===== src/hdl/bicubic_bezier_patch_evaluator_unit_macros.svh =====
// Assertion macros for the bicubic Bezier patch evaluator.
// Included by modules that carry concurrent checks; no other dependencies.
`ifndef BICUBIC_BEZIER_PATCH_EVALUATOR_UNIT_MACROS_SVH
`define BICUBIC_BEZIER_PATCH_EVALUATOR_UNIT_MACROS_SVH
`ifndef SYNTHESIS
`define BBP_ASSERT_IMP(label, clk, rst_n, ante, cons) \
    label: assert property (@(posedge clk) disable iff (!rst_n) (ante) |-> (cons)) \
        else $error("check failed");
`define BBP_ASSERT_NXT(label, clk, rst_n, ante, cons) \
    label: assert property (@(posedge clk) disable iff (!rst_n) (ante) |=> (cons)) \
        else $error("check failed");
`else
`define BBP_ASSERT_IMP(label, clk, rst_n, ante, cons)
`define BBP_ASSERT_NXT(label, clk, rst_n, ante, cons)
`endif
`endif


===== src/hdl/bbpe_pkg.sv =====
// Shared types and constants for the bicubic Bezier patch evaluator.
// No dependencies.
package bbpe_pkg;
    localparam int OUT_BITS = 40;
    localparam int W_BITS = 20;
    localparam logic [2:0] REQ_WRITE = 3'd0;
    localparam logic [2:0] REQ_POS   = 3'd1;
    localparam logic [2:0] REQ_DV    = 3'd2;
    localparam logic [2:0] REQ_DU    = 3'd3;
    localparam logic [2:0] REQ_DVDU  = 3'd4;
    localparam logic [1:0] ST_OK  = 2'd0;
    localparam logic [1:0] ST_BAD = 2'd1;
    localparam logic [1:0] ST_SAT = 2'd2;
    localparam logic [1:0] CFG_COLS = 2'd0;
    localparam logic [1:0] CFG_ROWS = 2'd1;
    localparam logic [1:0] CFG_WRAP = 2'd2;

    // controller to datapath
    typedef struct packed {
        logic       load;     // capture item, start weight generation
        logic       wgt_step; // advance weight unit
        logic       rd_en;    // issue a point read
        logic [1:0] k1;
        logic [1:0] k2;
        logic       acc_clr;
        logic       acc_en;   // accumulate returned point
        logic       row_done; // finish a row pass
        logic       col_done; // finish the column pass
        logic       out_load;
        logic       out_bad;
    } bbpe_cmd_t;

    typedef struct packed {
        logic bad;
    } bbpe_sts_t;
endpackage


===== src/hdl/bbpe_ctrl.sv =====
// Controller: sequences the weight unit, the sixteen point reads and both passes.
// Depends on bbpe_pkg.
`include "bicubic_bezier_patch_evaluator_unit_macros.svh"
module bbpe_ctrl (
    input  logic                clk,
    input  logic                rst_n,
    input  logic                in_valid,
    input  logic [2:0]          in_type,
    output logic                in_stall,
    output logic                wr_en,
    input  bbpe_pkg::bbpe_sts_t sts,
    output bbpe_pkg::bbpe_cmd_t cmd,
    output logic                out_valid,
    input  logic                out_stall
);
    typedef enum logic [2:0] {S_IDLE, S_WGT, S_ROW, S_DRAIN, S_FIN, S_COL, S_OUT} state_t;
    state_t state_reg;
    logic [3:0] cnt_reg;
    logic out_valid_reg;
    logic bad_reg;

    logic take, is_eval;
    assign in_stall = (state_reg != S_IDLE) || (out_valid_reg && out_stall);
    assign take = in_valid && !in_stall;
    assign is_eval = (in_type == bbpe_pkg::REQ_POS) || (in_type == bbpe_pkg::REQ_DV)
                   || (in_type == bbpe_pkg::REQ_DU) || (in_type == bbpe_pkg::REQ_DVDU);
    assign wr_en = take && (in_type == bbpe_pkg::REQ_WRITE);
    assign out_valid = out_valid_reg;

    logic rd_d_reg;

    always_comb
    begin
        cmd = '0;
        cmd.load = take && is_eval;
        cmd.k1 = cnt_reg[3:2];
        cmd.k2 = cnt_reg[1:0];
        cmd.out_bad = bad_reg;
        unique case (state_reg)
            S_IDLE: cmd.acc_clr = 1'b0;
            S_WGT:  cmd.wgt_step = 1'b1;
            S_ROW:  cmd.rd_en = 1'b1;
            S_DRAIN: cmd.rd_en = 1'b0;
            S_FIN:  cmd.row_done = 1'b1;
            S_COL:  cmd.col_done = 1'b1;
            S_OUT:  cmd.out_load = 1'b1;
            default: cmd.rd_en = 1'b0;
        endcase
        // the word read last cycle comes back now
        cmd.acc_en = rd_d_reg && (state_reg == S_ROW || state_reg == S_DRAIN);
        if (state_reg == S_ROW && cnt_reg[1:0] == 2'd0)
            cmd.acc_clr = 1'b0;
        if (state_reg == S_FIN)
            cmd.k1 = cnt_reg[3:2] - 2'd1;
        if (state_reg == S_WGT && cnt_reg == 4'd1)
            cmd.acc_clr = 1'b1;
        // row total is stored this cycle; start the next pass from zero
        if (state_reg == S_FIN)
            cmd.acc_clr = 1'b1;
    end

    always_ff @(posedge clk or negedge rst_n)
    begin
        if (!rst_n)
        begin
            state_reg <= S_IDLE;
            cnt_reg <= '0;
            out_valid_reg <= 1'b0;
            bad_reg <= 1'b0;
            rd_d_reg <= 1'b0;
        end
        else
        begin
            rd_d_reg <= cmd.rd_en;
            if (out_valid_reg && !out_stall)
                out_valid_reg <= 1'b0;
            unique case (state_reg)
                S_IDLE:
                begin
                    if (cmd.load)
                    begin
                        bad_reg <= sts.bad;
                        cnt_reg <= '0;
                        state_reg <= sts.bad ? S_OUT : S_WGT;
                    end
                end
                S_WGT:
                begin
                    if (cnt_reg == 4'd1)
                    begin
                        cnt_reg <= '0;
                        state_reg <= S_ROW;
                    end
                    else
                        cnt_reg <= cnt_reg + 4'd1;
                end
                S_ROW:
                begin
                    cnt_reg <= cnt_reg + 4'd1;
                    if (cnt_reg[1:0] == 2'd3)
                        state_reg <= S_DRAIN;
                end
                S_DRAIN: state_reg <= S_FIN;
                S_FIN:
                begin
                    // the accumulator clear for this state is driven in the command logic above
                    state_reg <= (cnt_reg == 4'd0) ? S_COL : S_ROW;
                end
                S_COL:
                begin
                    cnt_reg <= cnt_reg + 4'd1;
                    if (cnt_reg[1:0] == 2'd3)
                        state_reg <= S_OUT;
                end
                S_OUT:
                begin
                    out_valid_reg <= 1'b1;
                    state_reg <= S_IDLE;
                end
                default: state_reg <= S_IDLE;
            endcase
        end
    end

    `BBP_ASSERT_IMP(a_one_job, clk, rst_n, state_reg != S_IDLE, in_stall)
    `BBP_ASSERT_NXT(a_out, clk, rst_n, state_reg == S_OUT, out_valid_reg)
    `BBP_ASSERT_IMP(a_wr_idle, clk, rst_n, wr_en, state_reg == S_IDLE)
endmodule


===== config.mk =====
export PLATFORM = sky130hd
export DESIGN_NAME = bbpe_ctrl
export DESIGN_NICKNAME = d
export VERILOG_FILES = /design/src/hdl/bbpe_pkg.sv /design/src/hdl/bbpe_ctrl.sv
export VERILOG_INCLUDE_DIRS = /design/src /design/src/hdl
export SDC_FILE = /design/constraint.sdc
export NUM_CORES = 1
export LEC_CHECK = 0
export BUFFER_PORTS_ARGS = -buffer_cell sky130_fd_sc_hd__clkbuf_2
export CORE_MARGIN = 2
export CORE_UTILIZATION = 49
export DETAILED_ROUTE_END_ITERATION = 7
export PLACE_DENSITY = 0.8
export SYNTH_ARGS = -nofsm -noshare
export SYNTH_HDL_FRONTEND = slang
export SYNTH_SLANG_ARGS = --single-unit

===== constraint.sdc =====
create_clock -name clk -period 1.85 [get_ports clk]
set_clock_uncertainty 0.1 [all_clocks]
set_input_delay 0.185 -clock clk [delete_from_list [all_inputs] [get_ports clk]]
set_output_delay 0.185 -clock clk [all_outputs]
set_load 0.005 [all_outputs]

Word level (Yosys, flattened, before mapping). Cells that the tools add are included.

Register bits after elaboration: 10. Input port bits: 8. Output and inout bits: 16. Logic and storage cells: 67.

Add/subtract/negate cells: 2. Eq/ne operators: 16. Mux-type cells: 20. Reductions and logical operators: 24.

Operator list (count): 3-bit 2-to-1 mux (6); 3-bit one-hot mux with 6 select lines (1); 3-bit by 2-bit equality test with 1-bit output (second input constant) (4); 3-bit equality test (second input constant) (4); 4-bit one-hot mux with 3 select lines (1); 1-bit 2-to-1 mux (9); 4-bit 2-to-1 mux (2); 1-bit logical AND (7); 3-bit by 1-bit equality test with 1-bit output (second input constant) (2); 3-bit logical NOT (2); 3-bit nonzero test (2); 1-bit logical OR (5); 4-bit by 1-bit adder with 4-bit output (second input constant) (1); 4-bit by 1-bit equality test with 1-bit output (second input constant) (1); 4-bit logical NOT (1); 2-bit by 1-bit != test with 1-bit output (second input constant) (2); 2-bit != test (second input constant) (2); 2-bit AND reduction (2); 4-bit AND reduction (1); 2-bit equality test (second input constant) (1); 1-bit logical NOT (2); 2-bit 2-to-1 mux (1); 2-bit nonzero test (1); 2-bit OR reduction (1); 2-bit by 1-bit subtractor with 2-bit output (second input constant) (1).

Longest topological paths before layout. Gate-level depths: netlist of the first run.

Depth after elaboration: 7. Depth in mapped cells: 6. Depth with buffers taken out: 6.

Least setup slack after synthesis of the first run. No wires, ideal clock.

Kind: reg2reg. From: register state_reg[1]. To: register bad_reg. Library setup time: 0.127 ns. Data arrival time: 1.461 ns. Required time: 1.623 ns. Setup slack: 0.162 ns. Cell stages (with the launch flop): 6. Buffers on the path: 1. Period minus slack after synthesis: 1.688 ns. Cell sequence: dfrtp_1 > buf_6 > a2111oi_4 > nand2_1 > and3b_2 > mux2_1.

RTL lines: start, declared (line bbpe_ctrl.sv:17) `state_t state_reg;`; start signal, assigned (line bbpe_ctrl.sv:84) `state_reg <= sts.bad ? S_OUT : S_WGT;`; start signal, assigned (line bbpe_ctrl.sv:107) `state_reg <= (cnt_reg == 4'd0) ? S_COL : S_ROW;`; end signal, assigned (line bbpe_ctrl.sv:82) `bad_reg <= sts.bad;`; end, declared (line bbpe_ctrl.sv:20) `logic bad_reg;`.

==> results of run 1 <==
-- cell families after synthesis --
kind of cell	count (synthesis)	share of synthesized area
AO/OA/AOI/OAI	22	0.227
buffers and inverters	15	0.102
multiplexers	3	0.0427
adder cells (fa/ha/maj)	4	0.0657
XOR/XNOR	1	0.0115
flip-flops	10	0.328
AND/OR/NAND/NOR	31	0.223
-- path summary, 6_finish.rpt --
kind                               from      endpoint  slack, ns
max                        state_reg[1]       cmd[12]       0.02
min                           out_stall     out_valid       0.09
max reg2reg                state_reg[2]    cnt_reg[3]       0.13
min reg2reg                     bad_reg       bad_reg       0.39
max in group asynchronous         rst_n  state_reg[1]       1.20
min in group asynchronous         rst_n       bad_reg       0.22
-- per-stage QoR --
| step | power, mW | TNS [ns] | instances | cell area (um^2) |
|---|---|---|---|---|
| 2_1_floorplan | 1.12 | 0 | 86 | 762 |
| 3_5_place_dp | 1.37 | 0 | 122 | 883 |
| 3_3_place_gp | 1.36 | 0 | 122 | 883 |
| 4_1_cts | 1.54 | 0 | 126 | 920 |
| 6_report | 1.64 | 0 | 131 | 966 |
| 5_1_grt | 1.79 | -0.0643 | 131 | 966 |
-- metal layers --
| metal | share of wire | GRT usage | vias to the layer above | wire length, um |
|---|---|---|---|---|
| met3 | 0.057 | 0.0625 | 2 | 97 |
| met1 | 0.43 | 0.199 | 335 | 733 |
| met4 | 0.0099 | 0.0848 | 0 | 17 |
| met5 | 0 | 0 | - | 0 |
| li1 | - | - | 362 | - |
| met2 | 0.51 | 0.358 | 21 | 866 |
-- power breakdown --
part / switching, mW / internal, mW / total (mW)
Combinational: 0.491 / 0.552 / 1.04
Clock: 0.0736 / 0.0751 / 0.149
Sequential: 0.129 / 0.322 / 0.452
Total: 0.694 / 0.949 / 1.64
-- repair_timing --
action | 4_1_cts | 5_1_grt
pin swaps | 0 | 1
buffers inserted | 0 | 5
hold buffers | 1 | 0
cloned | 0 | 0
setup endpoints to repair | 3 | 4
hold endpoints to repair | 10 | 0
resized for setup | 2 | 4
-- cells in the mapped netlist (2+ instances only) --
cell type	instances
nand3_1	4
dfrtp_1	10
nand3b_1	2
nand2_1	7
and3_1	2
a31oi_1	2
ha_1	4
nor2_1	6
nor3_1	2
a21oi_1	5
o31a_1	2
clkbuf_1	2
o21ai_0	3
inv_1	7
a21o_1	3
buf_2	2
buf_4	3
-- area by class of cell --
cell class / count / area, um^2
clock buffer: 3 / 22.5
fill: 140 / 523
inverter: 7 / 26.3
multi-input combinational: 61 / 443
sequential: 10 / 254
tap: 16 / 20.0
timing repair buffer: 34 / 200
==> flow_metrics.env, run 1 <==
export IMPL_status="complete, no violations"
export IMPL_wl_mm=1.71
export IMPL_max_freq_mhz=548
export IMPL_grt_usage=0.195
export IMPL_slew_headroom=0.777
export IMPL_cts_clk_slew_worst_paths_ns=0.07
export IMPL_cp_top_family="flip-flops"
export IMPL_startpoint_type="flip-flop"
export IMPL_row_count=14
export IMPL_grt_pass1_wl_mm=2.69
export IMPL_critPathMaxFanout=5
export IMPL_antenna_found_initial=0
export IMPL_clock_path_buffers=2
export IMPL_cts_tree="yes"
export IMPL_tightest_slew_ns=0.333
export IMPL_worstPathBufferInverterCount=1
export IMPL_yosysTopAreaCell="dfrtp_1"
export IMPL_overflow=0
export IMPL_place_congestion=0.796
export IMPL_reg2regPathDepth=5
export IMPL_syn_area_per_cell_um2=8.86
export IMPL_synth_edf_count=0
export IMPL_first_pass_iters=4
export IMPL_wire_per_inst_um=13.1
export IMPL_coreArea_um2=1490
export IMPL_crit_required_ns=1.56
export IMPL_p_leak_nw=0.498
export IMPL_ys_warn_count=0
export IMPL_cts_root_buf="clkbuf_4"
export IMPL_h_tree_depth=1
export IMPL_cts_sinks=10
export IMPL_insertion_delay_ns=0.26
export IMPL_cts_made_buffers=3
export IMPL_critPathKind="reg -> out"
export IMPL_drc=0
export IMPL_final_max_slew_viol_count=0
export IMPL_area_growth_pct=26.8
export IMPL_worst_path_stages=4
export IMPL_design_die_area_um2=1890
export IMPL_ys_seq_area_frac=0.328
export IMPL_power_density_nw_per_um2=1700
export IMPL_dp_hpwl_mm=1.18
export IMPL_layout_commonest_cell="clkbuf_2"
export IMPL_whs_path_depth=2
export IMPL_diodes=0
export IMPL_async_flop_share=1.00
export IMPL_crit_slowest_cell="dfrtp_2"
export IMPL_grt_max_degree=14
export IMPL_cp_arrival_ns=1.54
export IMPL_finalNetCount=129
export IMPL_initial_core_util=0.512
export IMPL_die_width_um=43.4
export IMPL_dr_first_iter_drc_count=6
export IMPL_hold_class="in -> reg"
export IMPL_synthCells=86
export IMPL_synthFlopType="dfrtp_1"
export IMPL_synth_distinct_cells=37
export IMPL_vias_per_cell=5.50
export IMPL_vias=720
export IMPL_layout_common_cells="23 x clkbuf_2, 10 x buf_4, 7 x inv_1, 7 x nand2_1, 7 x dfrtp_1"
export IMPL_synth_top_area_share=0.328
export IMPL_cpPeakStageDelay_ns=0.44
export IMPL_drive_gt1_frac=0.400
export IMPL_synth_area_um2=762
export IMPL_ios=24
export IMPL_synth_area_top_cells="dfrtp_1 33%, ha_1 6.6%, a2111oi_4 3.6%"
export IMPL_worstPathCellList="a2111oi_4 -> nand2_1 -> and3b_2 -> clkbuf_2"
export IMPL_setup_viol=0
export IMPL_final_util=0.649
export IMPL_post_place_ws_ns=0.130
export IMPL_hold_slack_ns=0.0873
export IMPL_endpoint_kind="primary output"
export IMPL_largest_register_ffs=4
export IMPL_portBuffers=23
export IMPL_period_needed_ns=1.83
export IMPL_min_period_over_period=0.987
export IMPL_finalHoldViolCount=0
export IMPL_rsz0062_at_grt="true"
export IMPL_grt_pass1_vias=678
export IMPL_ant_nets=0
export IMPL_syn_nets=98
export IMPL_postLayoutSetupSlackWorst_ns=0.0244
export IMPL_irDropWorstVdd_mv=0.893
export IMPL_ys_seq_elements=10
export IMPL_dieHeight_um=43.4
export IMPL_cap_violations=0
No activity file was read; power rests on OpenSTA's default activity.
==> run 2, diff against run 1 <==
- PLACE_DENSITY: 0.8 -> 0.81
==> run 2 against run 1 <==
Effect of this change: worst hold slack got worse by 0.0057 ns; first-iteration DRC count is 120% higher; largest power group unchanged; worst setup slack gained 0.0072 ns; highest routed layer unchanged; critical path depth unchanged; count of clock-buffer cells in the layout stayed put; total power shrank 5.5%; critical path type unchanged; cell area down 4.5%; sequential power increased by 3%; clock power rose by 3%.
==> flow_metrics.env, run 2 (synthesis results as in run 1) <==
export IMPL_r2r_start="cnt_reg[1]"
export IMPL_setup_viol=0
export IMPL_design_die_area_um2=1890
export IMPL_drive_gt1_frac=0.355
export IMPL_hold_class="in -> reg"
export IMPL_crit_slowest_cell="dfrtp_2"
export IMPL_row_count=14
export IMPL_final_setup_tns_ns=0
export IMPL_first_pass_iters=4
export IMPL_clock_path_buffers=2
export IMPL_antenna_found_initial=0
export IMPL_min_from="out_stall"
export IMPL_power_total_mw=1.55
export IMPL_initial_core_util=0.512
export IMPL_post_cts_setup_buffers=0
export IMPL_final_util=0.619
export IMPL_insertion_delay_ns=0.27
export IMPL_dr_first_iter_drc_count=13
export IMPL_area_growth_pct=21.0
export IMPL_hold_slack_ns=0.0816
export IMPL_placed_cells=122
export IMPL_min_period_over_period=0.983
export IMPL_dieHeight_um=43.4
export IMPL_min_to="out_valid"
export IMPL_timing_rr_end="cnt_reg[3]"
export IMPL_grt_max_degree=15
export IMPL_whs_path_depth=2
export IMPL_finalNetCount=124
export IMPL_crit_required_ns=1.56
export IMPL_worstPathCellList="a2111oi_4 -> nand2_1 -> and3b_2 -> clkbuf_2"
export IMPL_cts_root_buf="clkbuf_4"
export IMPL_irDropWorstVdd_mv=1.02
export IMPL_cp_top_family="flip-flops"
export IMPL_ios=24
export IMPL_cts_made_buffers=3
export IMPL_cts_clk_slew_worst_paths_ns=0.06
export IMPL_power_density_nw_per_um2=1680
export IMPL_coreArea_um2=1490
export IMPL_grt_usage=0.191
export IMPL_drc=0
export IMPL_cap_violations=0
export IMPL_diodes=0
export IMPL_switchingPower_mw=0.675
export IMPL_finalInstanceArea_um2=922
export IMPL_cts_tree="yes"
export IMPL_slew_headroom=0.778
export IMPL_cpPeakStageDelay_ns=0.44
export IMPL_endpoint_kind="primary output"
export IMPL_p_seq_frac=0.300
export IMPL_reg2regPathDepth=6
export IMPL_pwr_share_comb=0.601
export IMPL_overflow=0
export IMPL_ant_nets=0
export IMPL_vias_per_cell=5.71
export IMPL_max_freq_mhz=550
export IMPL_placed_area_um2=883
export IMPL_h_tree_depth=1
export IMPL_tightest_slew_ns=0.332
export IMPL_status="complete, no violations"
export IMPL_place_congestion=0.772
export IMPL_p_leak_nw=0.472
export IMPL_clockPowerShare=0.099
export IMPL_finalHoldViolCount=0
export IMPL_worst_path_stages=4
export IMPL_vias=719
export IMPL_grt_pass1_vias=663
export IMPL_layout_common_cells="23 x clkbuf_2, 7 x inv_1, 7 x nand2_1, 7 x dfrtp_1"
export IMPL_cp_arrival_ns=1.53
export IMPL_post_place_ws_ns=0.141
export IMPL_sw_frac_of_total=0.435
export IMPL_period_needed_ns=1.82
export IMPL_rsz0062_at_grt="true"
export IMPL_largest_register_ffs=4
export IMPL_fin_cells=126
export IMPL_critPathKind="reg -> out"
export IMPL_wire_per_inst_um=12.9
export IMPL_grt_pass1_wl_mm=2.71
export IMPL_p_int_mw=0.878
export IMPL_cts_sinks=10
export IMPL_dp_hpwl_mm=1.26
export IMPL_postLayoutSetupSlackWorst_ns=0.0316
export IMPL_wl_mm=1.62
export IMPL_critPathMaxFanout=5
export IMPL_worstPathBufferInverterCount=1
export IMPL_startpoint_type="flip-flop"
export IMPL_portBuffers=23
export IMPL_die_width_um=43.4
export IMPL_final_max_slew_viol_count=0
export IMPL_layout_commonest_cell="clkbuf_2"
export IMPL_r2r_setup_slack_ns=0.07
## run 2: cell types whose count changed in the layout (fill, tap and decap cells not counted), sizes merged
cell	delta
buf	-5
## run 2: how the worst max path moves through the flow
| stage | startpoint | slack, ns | end |
|---|---|---|---|
| after global routing | state_reg[1] | -0.06 | cmd[12] |
| after global placement | cnt_reg[2] | 0.15 | cnt_reg[3] |
| after floorplan | state_reg[1] | 0.16 | bad_reg |
| final | state_reg[1] | 0.03 | cmd[12] |
| after CTS | out_valid | 0.003 | cmd[12] |
| after detailed placement | cnt_reg[1] | 0.14 | cnt_reg[3] |
## run 2: power groups by stage
| stage | Combinational (mW) | Clock, mW | Sequential, mW |
|---|---|---|---|
| floorplan | 0.744 | 0 | 0.378 |
| global placement | 0.895 | 0 | 0.454 |
| detailed placement | 0.921 | 0 | 0.463 |
| CTS | 0.930 | 0.154 | 0.461 |
| global route | 1.06 | 0.161 | 0.480 |
| finish | 0.934 | 0.154 | 0.465 |
## run 2: area by class of cell
cell class,instances,area [um^2]
Tap cell,16,20.0
Fill cell,140,567
Multi-Input combinational cell,61,437
Sequential cell,10,254
Clock buffer,3,22.5
Inverter,7,26.3
Timing Repair Buffer,29,163
## run 2: timing repair
item                                    CTS  global route
endpoints found under the hold margin    10             0
pin swaps                                 0             1
hold buffers                              1             0
endpoints found under the setup margin    2             2
gates resized for setup                   2             2
## run 2: per-layer routing
metal | part of all wire | GRT usage | wire length [um] | vias to the layer above
li1 | - | - | - | 351
met1 | 0.43 | 0.226 | 694 | 336
met2 | 0.50 | 0.337 | 804 | 27
met4 | 0.018 | 0.0909 | 29 | 0
met5 | 0 | 0 | 0 | -
met3 | 0.057 | 0.0250 | 93 | 5
==> run 3, diff against run 2 <==
- BUFFER_PORTS_ARGS: -buffer_cell sky130_fd_sc_hd__clkbuf_2 -> not set
- CORE_UTILIZATION: 49 -> 50
- DONT_BUFFER_PORTS: not set -> 1
- GPL_ROUTABILITY_DRIVEN: not set -> 0
- PLACE_DENSITY: 0.81 -> 0.69
==> run 3 against run 2 <==
Effect of this change: non-clock buffer count down 19; first-iteration DRC count down 7.7%; die area down 1.8%; clock power down 5%; cell area down 8.4%; critical endpoint is now cmd[9]; largest power group unchanged.
==> flow_metrics.env, run 3 (synthesis results as in run 1) <==
export IMPL_dieHeight_um=43.0
export IMPL_status="complete, no violations"
export IMPL_grt_pass1_vias=568
export IMPL_overflow=0
export IMPL_cts_root_buf="clkbuf_4"
export IMPL_critPathKind="reg -> out"
export IMPL_grt_pass1_wl_mm=2.50
export IMPL_initial_core_util=0.518
export IMPL_die_width_um=43.0
export IMPL_row_count=14
export IMPL_ios=24
export IMPL_irDropWorstVdd_mv=0.868
export IMPL_wl_mm=1.55
export IMPL_layout_commonest_cell="dfrtp_1"
export IMPL_endpoint_kind="primary output"
export IMPL_cp_arrival_ns=1.48
export IMPL_post_place_ws_ns=0.118
export IMPL_largest_register_ffs=4
export IMPL_dr_first_iter_drc_count=12
export IMPL_drc=0
export IMPL_cts_sinks=10
export IMPL_postLayoutSetupSlackWorst_ns=0.0884
export IMPL_final_max_slew_viol_count=0
export IMPL_crit_required_ns=1.56
export IMPL_layout_common_cells="9 x dfrtp_1, 7 x nand2_1, 7 x buf_4"
export IMPL_cts_made_buffers=3
export IMPL_crit_slowest_cell="dfrtp_2"
export IMPL_rsz0062_at_grt="false"
export IMPL_fin_cells=107
export IMPL_startpoint_type="flip-flop"
export IMPL_diodes=0
export IMPL_h_tree_depth=1
export IMPL_min_period_over_period=0.952
export IMPL_finalInstanceArea_um2=845
export IMPL_clock_path_buffers=2
export IMPL_vias=621
export IMPL_wire_per_inst_um=14.4
export IMPL_portBuffers=0
export IMPL_coreArea_um2=1470
export IMPL_vias_per_cell=5.80
export IMPL_placed_area_um2=783
export IMPL_setup_viol=0
export IMPL_finalNetCount=105
export IMPL_ant_nets=0
export IMPL_cap_violations=0
export IMPL_area_growth_pct=10.8
export IMPL_grt_max_degree=11
export IMPL_first_pass_iters=4
export IMPL_hold_class="in -> reg"
export IMPL_nFillCells=145
export IMPL_dp_hpwl_mm=1.20
export IMPL_power_density_nw_per_um2=1720
export IMPL_finalHoldViolCount=0
export IMPL_design_die_area_um2=1850
export IMPL_slew_headroom=0.693
export IMPL_max_freq_mhz=568
export IMPL_placed_cells=101
export IMPL_cpPeakStageDelay_ns=0.45
export IMPL_tightest_slew_ns=0.459
export IMPL_p_leak_nw=0.392
export IMPL_power_total_mw=1.45
export IMPL_insertion_delay_ns=0.26
export IMPL_antenna_found_initial=0
export IMPL_cts_tree="yes"
export IMPL_critPathMaxFanout=7
export IMPL_drive_gt1_frac=0.187
export IMPL_worstPathCellList="buf_4 -> inv_2 -> nand2_1 -> nor2_4 -> mux2i_1"
export IMPL_grt_usage=0.182
export IMPL_final_setup_tns_ns=0
export IMPL_cts_clk_slew_worst_paths_ns=0.06
export IMPL_period_needed_ns=1.76
run 3: cell count changes in the layout (fill, tap and decap cells not counted):
| cell | previous run | this run |
|---|---|---|
| nor2_4 | 0 | 1 |
| inv_1 | 7 | 6 |
| dlygate4sd3_1 | 1 | 3 |
| inv_2 | 0 | 1 |
| dfrtp_2 | 3 | 1 |
| dfrtp_1 | 7 | 9 |
| nor2_2 | 1 | 0 |
| clkbuf_2 | 23 | 0 |
| buf_4 | 5 | 7 |
run 3: where the power goes:
group          internal (mW)  switching, mW
clock network         0.0751         0.0717
logic                  0.420          0.439
registers              0.318          0.129
total                  0.813          0.639
run 3: what timing repair did:
action,in CTS,in global routing
setup endpoints to repair,2,1
endpoints found under the hold margin,13,0
hold buffers,3,0
setup buffers,0,0
pin swaps,0,1
gates resized for setup,2,2
run 3: path summary, 6_finish.rpt:
path / startpoint / to / slack (ns) / cells after the start
min reg2reg: bad_reg / bad_reg / 0.41 / 1
max reg2reg: out_valid / bad_reg / 0.11 / 4
min in group asynchronous: rst_n / state_reg[2] / 0.21 / 1
max in group asynchronous: rst_n / state_reg[0] / 1.11 / 1
max: state_reg[0] / cmd[9] / 0.09 / 5
min: sts / state_reg[1] / 0.11 / 3
run 3: through the flow:
step                      hold slack (ns)  utilization
after global placement             -0.210        0.532
final                               0.107        0.574
after floorplan                    -0.211            -
after global routing                0.115        0.574
after CTS                           0.103        0.573
after detailed placement           -0.210        0.532
run 3: final cells by class:
class | count | area [um^2] | area share
clock buffers | 3 | 22.5 | 0.0267
inverters | 7 | 26.3 | 0.0311
multi-input cells | 61 | 442 | 0.523
flip-flops and latches | 10 | 251 | 0.298
well taps | 16 | 20.0 | 0.0237
repair buffers | 10 | 82.6 | 0.0978
run 3: layer usage:
layer | part of all wire | track usage
met5 | 0 | 0
met3 | 0.057 | 0.0766
met2 | 0.51 | 0.294
met4 | 0 | 0.0182
met1 | 0.43 | 0.235
run 3: worst max-delay path: cells and delay by family, from the launching register on:
kind	cells	cell delay (ns)
AND/OR/NAND/NOR	2	0.28
flip-flops	1	0.45
buffers and inverters	2	0.25
multiplexers	1	0.24
